$ cat config.mk
export PLATFORM = sky130hd
export DESIGN_NAME = iadc_ram
export DESIGN_NICKNAME = d
export VERILOG_FILES = /design/src/design/iadc_ram.sv
export SDC_FILE = /design/constraint.sdc
export NUM_CORES = 1
export LEC_CHECK = 0
export BUFFER_PORTS_ARGS = -buffer_cell sky130_fd_sc_hd__buf_2
export CORE_ASPECT_RATIO = 0.75
export CORE_MARGIN = 3
export CORE_UTILIZATION = 45
export DETAILED_ROUTE_END_ITERATION = 10
export MAX_ROUTING_LAYER = met4
export SYNTH_ARGS = -nofsm -noshare
export SYNTH_HDL_FRONTEND = slang
export SYNTH_SLANG_ARGS = --single-unit
$ cat constraint.sdc
create_clock -name clk -period 1.85 [get_ports clk]
set_input_delay 0.185 -clock clk [delete_from_list [all_inputs] [get_ports clk]]
set_output_delay 0.185 -clock clk [all_outputs]
set_load 0.01 [all_outputs]
$ cat src/design/iadc_ram.sv
`timescale 1ns / 1ps

module iadc_ram #(
  parameter int WIDTH = 8,
  parameter int DEPTH = 16
) (
  input  logic                     clk,
  input  logic                     we,
  input  logic [$clog2(DEPTH)-1:0] waddr,
  input  logic [WIDTH-1:0]         wdata,
  input  logic [$clog2(DEPTH)-1:0] raddr,
  output logic [WIDTH-1:0]         rdata
);

  logic [WIDTH-1:0] mem_r [DEPTH];
  logic [WIDTH-1:0] rdata_r;

  always_ff @(posedge clk) begin
    if (we) begin
      mem_r[waddr] <= wdata;
    end
    rdata_r <= mem_r[raddr];
  end

  assign rdata = rdata_r;

endmodule

# After elaboration in Yosys (flattened, before gate mapping)

Memories as Yosys holds them, arrays and structs flattened. A register that Yosys moved wholly into a read port is not among the register bits.
Cells that the tools add are included.

Latch bits: 0
Bits in read-only memories: 0
Memories kept: 1
Memory bits (writable): 128
Register bits: 0
Output and inout bits: 8

Memories:

| name  | words | width | read ports | clocked after memory_dff | wr ports | line | source |
|---|---|---|---|---|---|---|---|
| mem_r | 16    | 8     | 1          | 1                        | 1        | 15   | `logic [WIDTH-1:0] mem_r [DEPTH];` |

Magnitude comparators: 0
Add/subtract/negate cells: 0
Divide/modulo/power cells: 0
Shift-type cells: 0
$mul: 0
Equality and inequality tests: 0
Bitwise gates (word level): 0
Muxes and demuxes: 2
Reductions and logical operators: 0

Operator list:

| cell    | number |
|---|---|
| $mux W1 | 2 |

# Longest topological paths before layout

Word-level depth: 2
Depth in mapped cells: 5

# Worst setup path after synthesis

No wires, ideal clock.

Kind: input to register
Start: in waddr[2]
End: mem mem_r[0][0] (enable)
Cell stages on the path: 2
Data arrival time: 1.295 ns
Setup slack: 0.172 ns
Buffers on the path: 0
Library setup time: 0.383 ns
Required time: 1.467 ns
Cell sequence: or3b_2 -> nor3_1

RTL lines:

| element     | line | source |
|---|---|---|
| from (decl) | 9    | `input logic [$clog2(DEPTH)-1:0] waddr,` |
| to (decl)   | 15   |  |

Straight into the memory's write port.

==> metrics.md <==
| Metric | Value |
|---|---|
| Die Area | 0.0128 mm2 |
| Critical path type | flip-flop to flip-flop |
| Yosys warning count | 0 |
| Psw | 1.37 mW |
| Setup TNS | 0 ps |
| Congestion Overflow GR | 0 |
| DIE WIDTH | 129 um |
| Latest clock arrival within the worst-skew pair | 410 ps |
| CP max stage delay | 510 ps |
| RSZ-0062 raised after global routing | no |
| Routed length per instance | 22.5 um |
| Hold Path Origin | wdata[1] |
| Max Root-Sink Buffers | 2 |
| Area Overhead vs Synth | 19.8% |
| Overall Global Routing Usage | 17.4% |
| # diodes | 0 |
| CTS tree | done |
| Post-DR vias/cell | 5.56 |
| Synthesized area per cell | 22.5 um2 |
| MaxCap Viol Count | 0 |
| Critical path startpoint category | flip-flop |
| Outcome | finished clean |
| Largest net degree at the start of global routing | 33 |
| Fin crit period | 1480 ps |
| DRT antenna net count | 0 |
| Clock Sinks | 136 |
| Cells after synthesis | 229 |
| First-pass GRT wire length | 15100 um |
| Number of global-route vias before repair | 2422 |
| Critical path depth in cells | 3 |
| Layout cells sized above 1 | 30.4% |
| Clk root buf | clkbuf_16 |
| Worst hold path class | input port to flip-flop |
| Initial antenna violation count | 0 |
| Starting density of the core | 46.7% |
| Total setup buffers inserted after CTS | 0 |
| Register share of total power | 47.3% |
| Synth area leaders | edfxtp_1 (75%), mux4_2 (7.9%), mux4_1 (7.1%), dfxtp_1 (3.1%), a22oi_1 (2.3%) |
| Fill cells | 809 |
| CP Capture Type | flip-flop |
| RR Endpoint | rdata[3] |
| Io pins | 26 |
| H-tree level count | 4 |
| Slew headroom | 57.2% |
| Cts bufs inserted | 17 |
| Worst path bufs/invs | 0 |
| Port-buffer cells | 25 |
| Seq/Total Area, Yosys | 77.8% |
| WHS | 162 ps |
| Leak Pwr | 2.12 nW |
| Delay-heaviest family, CP | multiplexers |
| Internal | 5.96 mW |
| Drt first pass iters | 6 |
| #FFs+latches synth | 136 |
| Setup Skew | 7.00 ps |
| CP Capture Point | rdata[3] |
| Critical path cell sequence | mux4_1 > a22oi_1 > nand2_1 |
| Req. time, crit path | 2130 ps |
| Pwr Total | 7.33 mW |
| Period Utilization, post-route | 79.8% |
| Worst r2r src | mem_r[1][3] |
| Pwr dens | 1190 mW/mm2 |
| Core area | 0.0110 mm2 |
| R2R Setup Slk | 370 ps |
| Routed WL | 9810 um |
| Fmax | 678 MHz |
| Slowest CP cell | mux4_1 |
| Cell area after synthesis | 0.00515 mm2 |
| Setup violators final | 0 |
| Clk slew on worst S/H paths | 60 ps |
| Cell row count | 33 |
| Number of DRC markers in iteration 0 | 206 |
| Critical path fanouts, max | 1 |
| Placer Congestion | 0.711 |
| Comb pwr share | 4.5% |
| Die height | 98.6 um |
| Syn nets | 247 |
| Vias after detailed routing | 2424 |
| Peak supply drop | 0.847 mV |
| Final number of max-transition violations | 0 |
| NumNets Final | 301 |
| Worst reg-to-reg path cell count | 3 |
| Post_cts resized | 0 |
| Synth top area share | 74.7% |
| Hold-fix buffer count after cts | 0 |
| DPL Wire Length | 6120 um |
| Clock share of power | 48.2% |
| Worst Setup SP | mem_r[1][3] |
| WP data arrival | 1760 ps |
| Detailed-route DRC error count | 0 |
| Sw Share | 18.7% |
| Distinct cells, synth | 19 |
| Yosys top cell by area | edfxtp_1 |
| Hold Vio Cnt, Final | 0 |
| Tightest Pin Transition | 640 ps |
==> power groups by stage <==
stage / clock, mW / sequential [mW] / combinational [mW]
2_1_floorplan: 0 / 3.53 / 0.175
3_3_place_gp: 0 / 3.53 / 0.327
6_report: 3.54 / 3.47 / 0.329
5_1_grt: 3.73 / 3.47 / 0.360
4_1_cts: 3.58 / 3.47 / 0.336
3_5_place_dp: 0 / 3.53 / 0.335
==> layout by cell type (no fill, tap or decap) <==
master     count
and2b_1        1
mux4_2        18
and2_1         1
nand3b_1       2
bufinv_16      5
edfxtp_1     128
buf_4         17
nor3_1         4
or3b_2         1
nor2_1        13
mux4_1        14
nor2b_1        1
buf_12         3
nand3_1        1
a22oi_1       16
clkbuf_1       4
clkinv_1       2
nand2_1        9
clkbuf_16     17
nand2b_1       2
buf_2         25
clkinv_2       4
dfxtp_1        8
==> stage by stage <==
step                setup slack [ps]  instance area, um2  util [%]  cells
floorplan                        172                5150         -    229
CTS                              392                6170      55.9    436
finish                           374                6170      55.9    436
global placement                 164                5550      50.3    404
detailed placement               151                5550      50.3    404
global route                     299                6170      55.9    436
==> cells in the mapped netlist, drive strengths merged <==
| library cell | number |
|---|---|
| edfxtp | 128 |
| mux4 | 32 |
| a22oi | 16 |
| nor2 | 13 |
| nand2 | 9 |
| dfxtp | 8 |
| buf | 7 |
| nor3 | 4 |
| clkdlybuf4s25 | 3 |
| nand2b | 2 |
| nand3b | 2 |
| and2 | 1 |
| and2b | 1 |
| nand3 | 1 |
| nor2b | 1 |
| or3b | 1 |
==> area by class of cell <==
type	count	area, um2	share of cell area, %
multi-input combinational	83	1060	17.1
clock inverter	11	178	2.88
clock buffer	21	440	7.14
timing repair buffer	45	313	5.07
tap	140	175	2.84
sequential	136	4000	64.9
==> how the worst min path moves through the flow <==
stage	to	depth (start not counted)	slack, ps
floorplan	mem_r[0][0]	0	280
global placement	mem_r[4][1]	1	580
detailed placement	rdata[7]	1	580
CTS	mem_r[13][1]	1	150
global route	mem_r[5][1]	1	160
finish	mem_r[4][1]	1	160
==> metal layers <==
layer,wire length [um],up-vias,global-route usage (%)
met5,0,-,-
met4,142,0,6.23
met3,440,12,5.25
met2,4410,61,23.6
met1,4820,1269,25.3
li1,-,1082,-
==> cell families (layout without fill, tap and decap cells) <==
group / count (synthesis) / after routing / synth area share (%)
compound gates: 16 / 16 / 2.33
buf+inv: 10 / 77 / 1.68
flops: 136 / 136 / 77.8
mux: 32 / 32 / 15.0
simple gates: 35 / 35 / 3.18
==> worst register-to-register path: cells and delay by family, from the launching register on <==
kind / cells / cell delay [ps]
muxes: 1 / 510
and+or+nand+nor: 1 / 120
AOI/OAI and AO/OA: 1 / 380
DFF: 1 / 350
==> flip-flops by register name (all words and copies together), names as in the netlist <==
signal  count
mem_r     128
rdata       8
No activity file was read; power rests on OpenSTA's default activity.
