File: src/design/iadc_pkg.sv
`timescale 1ns / 1ps

package iadc_pkg;

  // Sizing
  localparam int HASH_BITS   = 12;
  localparam int RANGE_DEPTH = 64;
  localparam int SLOT_AW     = HASH_BITS + 1;            // both lists share one table
  localparam int SLOTS       = 1 << SLOT_AW;
  localparam int CNT_W       = HASH_BITS + 1;            // per-list entry count
  localparam int SWEPT_W     = HASH_BITS + 2;            // slots freed by one sweep
  localparam int FILL_W      = $clog2(RANGE_DEPTH + 1);  // prefix fill per list

  // murmur3 finalizer multipliers
  localparam logic [31:0] MIX_C1 = 32'h85eb_ca6b;
  localparam logic [31:0] MIX_C2 = 32'hc2b2_ae35;

  // Request codes
  localparam logic [3:0] OP_CHECK     = 4'd0;
  localparam logic [3:0] OP_ADD_ADDR  = 4'd1;
  localparam logic [3:0] OP_RM_ADDR   = 4'd2;
  localparam logic [3:0] OP_ADD_PFX   = 4'd3;
  localparam logic [3:0] OP_RM_PFX    = 4'd4;
  localparam logic [3:0] OP_SWEEP     = 4'd5;
  localparam logic [3:0] OP_CLR_SRC   = 4'd6;
  localparam logic [3:0] OP_STAT      = 4'd7;
  localparam logic [3:0] OP_CLEAR_ALL = 4'd8;

  // Verdict codes
  localparam logic [1:0] VERDICT_NEUTRAL = 2'd0;
  localparam logic [1:0] VERDICT_BYPASS  = 2'd1;
  localparam logic [1:0] VERDICT_DROP    = 2'd2;

  // Statistic selectors
  localparam logic [2:0] STAT_ALLOW_CNT  = 3'd0;
  localparam logic [2:0] STAT_DENY_CNT   = 3'd1;
  localparam logic [2:0] STAT_ALLOW_FILL = 3'd2;
  localparam logic [2:0] STAT_DENY_FILL  = 3'd3;
  localparam logic [2:0] STAT_ALLOW_HITS = 3'd4;
  localparam logic [2:0] STAT_DENY_HITS  = 3'd5;
  localparam logic [2:0] STAT_BYPASSES   = 3'd6;
  localparam logic [2:0] STAT_DROPS      = 3'd7;

  typedef struct packed {
    logic [3:0]  req_type;
    logic        list_sel;
    logic [31:0] address;
    logic [5:0]  mask_len;
    logic [31:0] expire_seconds;
    logic [1:0]  source_code;
    logic [31:0] now_time;
    logic [2:0]  stat_index;
  } req_t;

  typedef struct packed {
    logic [1:0]  verdict;
    logic        op_ok;
    logic [13:0] swept_count;
    logic [63:0] stat_value;
  } rsp_t;

  // One address table slot
  typedef struct packed {
    logic [31:0] key;
    logic [31:0] deadline;
    logic        valid;
    logic [1:0]  src;
  } slot_t;

  // One prefix entry held by a cell
  typedef struct packed {
    logic [31:0] net;
    logic [5:0]  len;
    logic [31:0] deadline;
  } pfx_ent_t;

  // Query broadcast to every cell
  typedef struct packed {
    logic [31:0] addr;
    logic [5:0]  plen;
    logic [31:0] now;
    logic        exact_cmp;  // remove: equal network and raw length
  } pfx_query_t;

  typedef struct packed {
    logic add;
    logic del;
  } pfx_ctl_t;

  // Zero deadline never expires
  function automatic logic expired(input logic [31:0] deadline, input logic [31:0] now);
    return (deadline != 32'd0) && (deadline < now);
  endfunction

endpackage

File: src/design/iadc_hash.sv
`timescale 1ns / 1ps

// Two-stage murmur3 finalizer, one multiply per stage
module iadc_hash (
  input  logic                           clk,
  input  logic [31:0]                    addr,
  output logic [iadc_pkg::HASH_BITS-1:0] slot_idx
);

  logic [31:0] x1, x2, x3;
  logic [31:0] mix1_r, mix2_r;

  assign x1 = addr ^ (addr >> 16);
  assign x2 = mix1_r ^ (mix1_r >> 13);
  assign x3 = mix2_r ^ (mix2_r >> 16);

  always_ff @(posedge clk) begin
    mix1_r <= x1 * iadc_pkg::MIX_C1;
    mix2_r <= x2 * iadc_pkg::MIX_C2;
  end

  assign slot_idx = x3[iadc_pkg::HASH_BITS-1:0];

endmodule

File: config.mk
export PLATFORM = sky130hd
export DESIGN_NAME = iadc_hash
export DESIGN_NICKNAME = d
export VERILOG_FILES = /design/src/design/iadc_pkg.sv /design/src/design/iadc_hash.sv
export SDC_FILE = /design/constraint.sdc
export NUM_CORES = 1
export LEC_CHECK = 0
export BUFFER_PORTS_ARGS = -buffer_cell sky130_fd_sc_hd__buf_4
export CORE_AREA = 4 4 212 214
export DETAILED_ROUTE_END_ITERATION = 7
export DIE_AREA = 0 0 216 218
export PLACE_DENSITY = 0.65
export SLEW_MARGIN = 25
export SYNTH_ARGS = -nofsm -noshare
export SYNTH_HDL_FRONTEND = slang
export SYNTH_SLANG_ARGS = --single-unit
export TNS_END_PERCENT = 10
File: constraint.sdc
create_clock -name clk -period 8.7 [get_ports clk]
set_clock_uncertainty 0.15 [all_clocks]
set_input_delay 0.87 -clock clk [delete_from_list [all_inputs] [get_ports clk]]
set_output_delay 0.87 -clock clk [all_outputs]
set_load 0.01 [all_outputs]
### Word level (Yosys, flattened, before mapping)

Index checks and enable logic that the tools add are counted.

* register bits after elaboration: 60
* input bits: 33

* multiply operators: 2
* bitwise gates (word level): 3

Operators by type and width (count)
* $mul A32 B31 Y28 const B: 1
* $mul A32 B32 Y32 const B: 1
* $xor A32 B16 Y32: 1
* $xor A32 B19 Y32: 1
* $xor A12 B12 Y12: 1

### Longest topological paths before layout

* word-level depth: 2
* gate-level depth with buffers: 25
* gate-level depth less buffers: 25

### Worst setup path after synthesis

No wires, ideal clock.

* kind: input-to-reg
* start: in addr[9]
* end: reg mix1_r[31]
* arrival: 7.003 ns
* path slack: 1.474 ns
* stages on the path: 21
* buffers on the path: 0
* path through: xnor2_1 -> inv_1 -> fa_1 -> fa_1 -> inv_1 -> fa_1 -> fa_1 -> fa_1 -> fa_1 -> fa_1 -> fa_1 -> inv_1 -> ha_1 -> nor2_1 -> nor2_1 -> o21ai_0 -> o21ai_0 -> a2111oi_2 -> o21ai_1 -> a21oi_1 -> xnor2_1

* longest elaborated chain between the ends: 2

RTL lines
* start: declaration: RTL line iadc_hash.sv:6 `input logic [31:0] addr,`
* $xor A32 B16 Y32: RTL line iadc_hash.sv:13 `assign x1 = addr ^ (addr >> 16);`
* $mul A32 B32 Y32: RTL line iadc_hash.sv:18 `mix1_r <= x1 * iadc_pkg::MIX_C1;`
* end signal: assignment: RTL line iadc_hash.sv:18
* end: declaration: RTL line iadc_hash.sv:11 `logic [31:0] mix1_r, mix2_r;`

No other way between the ends.

### Final worst setup path

* start: in addr[24]
* end: reg mix1_r[31]

Same word-level chain as after synthesis.

==> impl_metrics.yaml <==
grt:
  grt_first_pass_wirelength_um: 66400
  globalRouteOverflowTotal: 0
  antenna_found_initial: 0
  grt_usage_pct: 18.3
  grt_max_degree: 18
  grt_pass1_vias: 12400
synth:
  ys_top_cells_by_area: "fa_1, ha_1, inv_1"
  synth_largest_area_cell: "fa_1"
  yosysTopAreaCellShare_pct: 40.3
  synth_fp_nets: 2396
  synth_area_um2: 17100
  synth_flop_cell: "dfxtp_1"
  ys_seq_elements: 56
  synthArstFlopShare_pct: 0
  synth-edff-count: 0
  synth.distinct_cells: 48
  synthTopCellsByCount: "inv_1, fa_1, ha_1, xnor2_1, xor2_1"
  syn_inst: 1678
  yosysSeqAreaShare_pct: 6.56
  syn-mean-instance-area_um2: 10.2
  yosysWarningCount: 0
  synth_most_common_cell: "inv_1"
worst_setup_path:
  path_delay_family: "adder cells"
  critPathKind: "input port to flop"
  critPathSlowestCell: "fa_1"
  max_stage_delay_ns: 0.54
  path_common_cell: "fa_1"
  path_max_fanout: 6
  path_cells: "buf_4, xnor2_1, inv_1, ha_1, inv_1, o21ai_0, fa_1, inv_1, fa_1, fa_1, fa_1, fa_1, fa_1, fa_1, inv_1, ha_1, nor2_1, nor2_1, o21ai_0, o21ai_0, a2111oi_2, o21ai_1, a21oi_1, xnor2_1"
  worstPathArrival_ns: 7.80
  cp-start-kind: "input port"
  crit_buf_inv: 5
  critPathRequiredTime_ns: 8.78
  endpoint_kind: "flop"
clock_network:
  hold_buffers: 0
  cts_resized: 0
  path_clk_slew_ns: 0.07
  cts_setup_buffers: 0
  htreeDepth: 2
  insertion_delay_ns: 0.30
  cts.sinks: 56
  cts_buffer_depth: 2
  cts.root.buffer_cell: "clkbuf_16"
  numCtsBuffers: 5
  cts_tree: "yes"
cells_and_area:
  syn2layout_area_growth_pct: 7.94
  nets: 2466
  n_antenna_cell: 0
  fillers: 4130
  drive_gt1_share_pct: 5.37
status:
  status: "finished, final reports clean"
placed_design:
  routabilityCongestion: 0.945
  io_buffers: 44
  hpwlAfterDp_um: 38600
worst_hold_path:
  hold_path.class: "flop to flop"
sta:
  fmax_ghz: 0.129
  period_needed_ns: 7.72
  hold_viol: 0
  period_share_pct: 88.8
  tightestPinTransition_ns: 0.926
  rsz0062_at_grt: "no"
  finalSetupTns_ns: 0
  setup_viol: 0
  drv_slew: 0
  slew_headroom_pct: 38.0
route:
  drtPass1Iterations: 4
  antenna_left: 0
  vias: 10800
  drt-initial-drc-count: 409
  vias_per_cell: 4.64
  drc: 0
  routed_wl_um: 41200
  wl_per_cell_um: 17.7
die:
  initial_core_util_pct: 39.8
  die_h_um: 218
  fp-row-count: 76
  dieArea_um2: 47100
  dieWidth_um: 216
  coreArea_um2: 42900
  ios: 45
job:
  drv_cap: 0
[sequential cells by signal (all words and copies together), names as in the netlist]
signal,flops
mix1_r,32
mix2_r,24
[worst paths after layout]
kind                    from    endpoint  slack [ns]  cells past startpoint
hold reg to reg    mix1_r[1]   mix2_r[1]        0.50                      2
hold / removal     mix1_r[1]   mix2_r[1]        0.50                      2
setup / recovery    addr[24]  mix1_r[31]        0.98                     24
setup reg to reg  mix1_r[21]  mix2_r[26]        1.86                     23
[cells in the final DEF (no fill, tap or decap), types with 2 or more instances in the layout]
cell type	instances
nand4_1	4
o211ai_1	5
and3_1	2
a21oi_1	37
a21oi_2	2
clkbuf_16	5
o21ai_0	13
o21a_1	3
o21bai_1	12
nand2b_1	3
a21o_1	16
xnor2_1	103
buf_4	63
a21oi_4	2
inv_1	590
nand3_1	4
ha_1	341
nand2_1	21
o21ai_1	5
fa_1	344
or2_2	2
nor2_1	17
a21o_2	3
a41oi_2	2
o41ai_2	2
a211oi_1	4
xor2_1	59
dfxtp_1	56
nor3_1	5
[cell type report]
type	count	area, um^2	area share, %
multi-input combinational	1032	13800	74.6
inverter	590	2210	12.0
sequential	56	1120	6.08
tap	585	732	3.97
timing repair buffer	63	473	2.56
clock buffer	6	139	0.753
clock inverter	2	13.8	0.0746
[cell families (layout without fill, tap and decap cells)]
group	after synthesis	in the layout	synth area share [%]
AO/OA/AOI/OAI	117	117	4.89
XOR/XNOR	162	162	8.30
adder cells (fa/ha/maj)	685	685	65.3
buffers and inverters	590	661	13.0
flip-flops	56	56	6.56
AND/OR/NAND/NOR	68	68	2.01
[worst reg2reg max path, cell delays in order (launching register included)]
cell and delay [ns]:
dfxtp_1 0.42, xnor2_1 0.45, inv_1 0.32, ha_1 0.31, ha_1 0.29, inv_1 0.05
fa_1 0.49, fa_1 0.51, inv_1 0.06, fa_1 0.49, inv_1 0.05, fa_1 0.49
fa_1 0.49, inv_1 0.04, ha_1 0.30, and3_1 0.21, and2_4 0.18, a221oi_2 0.32
o21a_2 0.23, o21ai_2 0.10, o41ai_2 0.33, o21bai_1 0.11, a21oi_1 0.19, xnor2_1 0.18
[through the flow]
step	cells	hold WS, ns	setup WS, ns	util (%)	cell area, um^2
after global routing	2334	0.534	0.540	43.0	18400
final	2334	0.504	0.976	43.0	18400
after global placement	2326	0.484	0.741	42.7	18300
after floorplan	1678	0.390	1.47	-	17100
after CTS	2334	0.493	0.877	43.0	18400
after detailed placement	2326	0.480	0.558	42.7	18300
[routing by layer]
layer  GRT usage [%]  up-vias  share of wire (%)
met1            21.7     5422                 41
met2            33.4      200                 51
met3            2.65       70                3.6
met4            7.06        0                4.7
li1                -     5130                  -
met5               0        -                  0
Power is left out: the tool's default activity adds up to more than one toggle a clock period on the data nets, which glitch-free logic cannot reach.
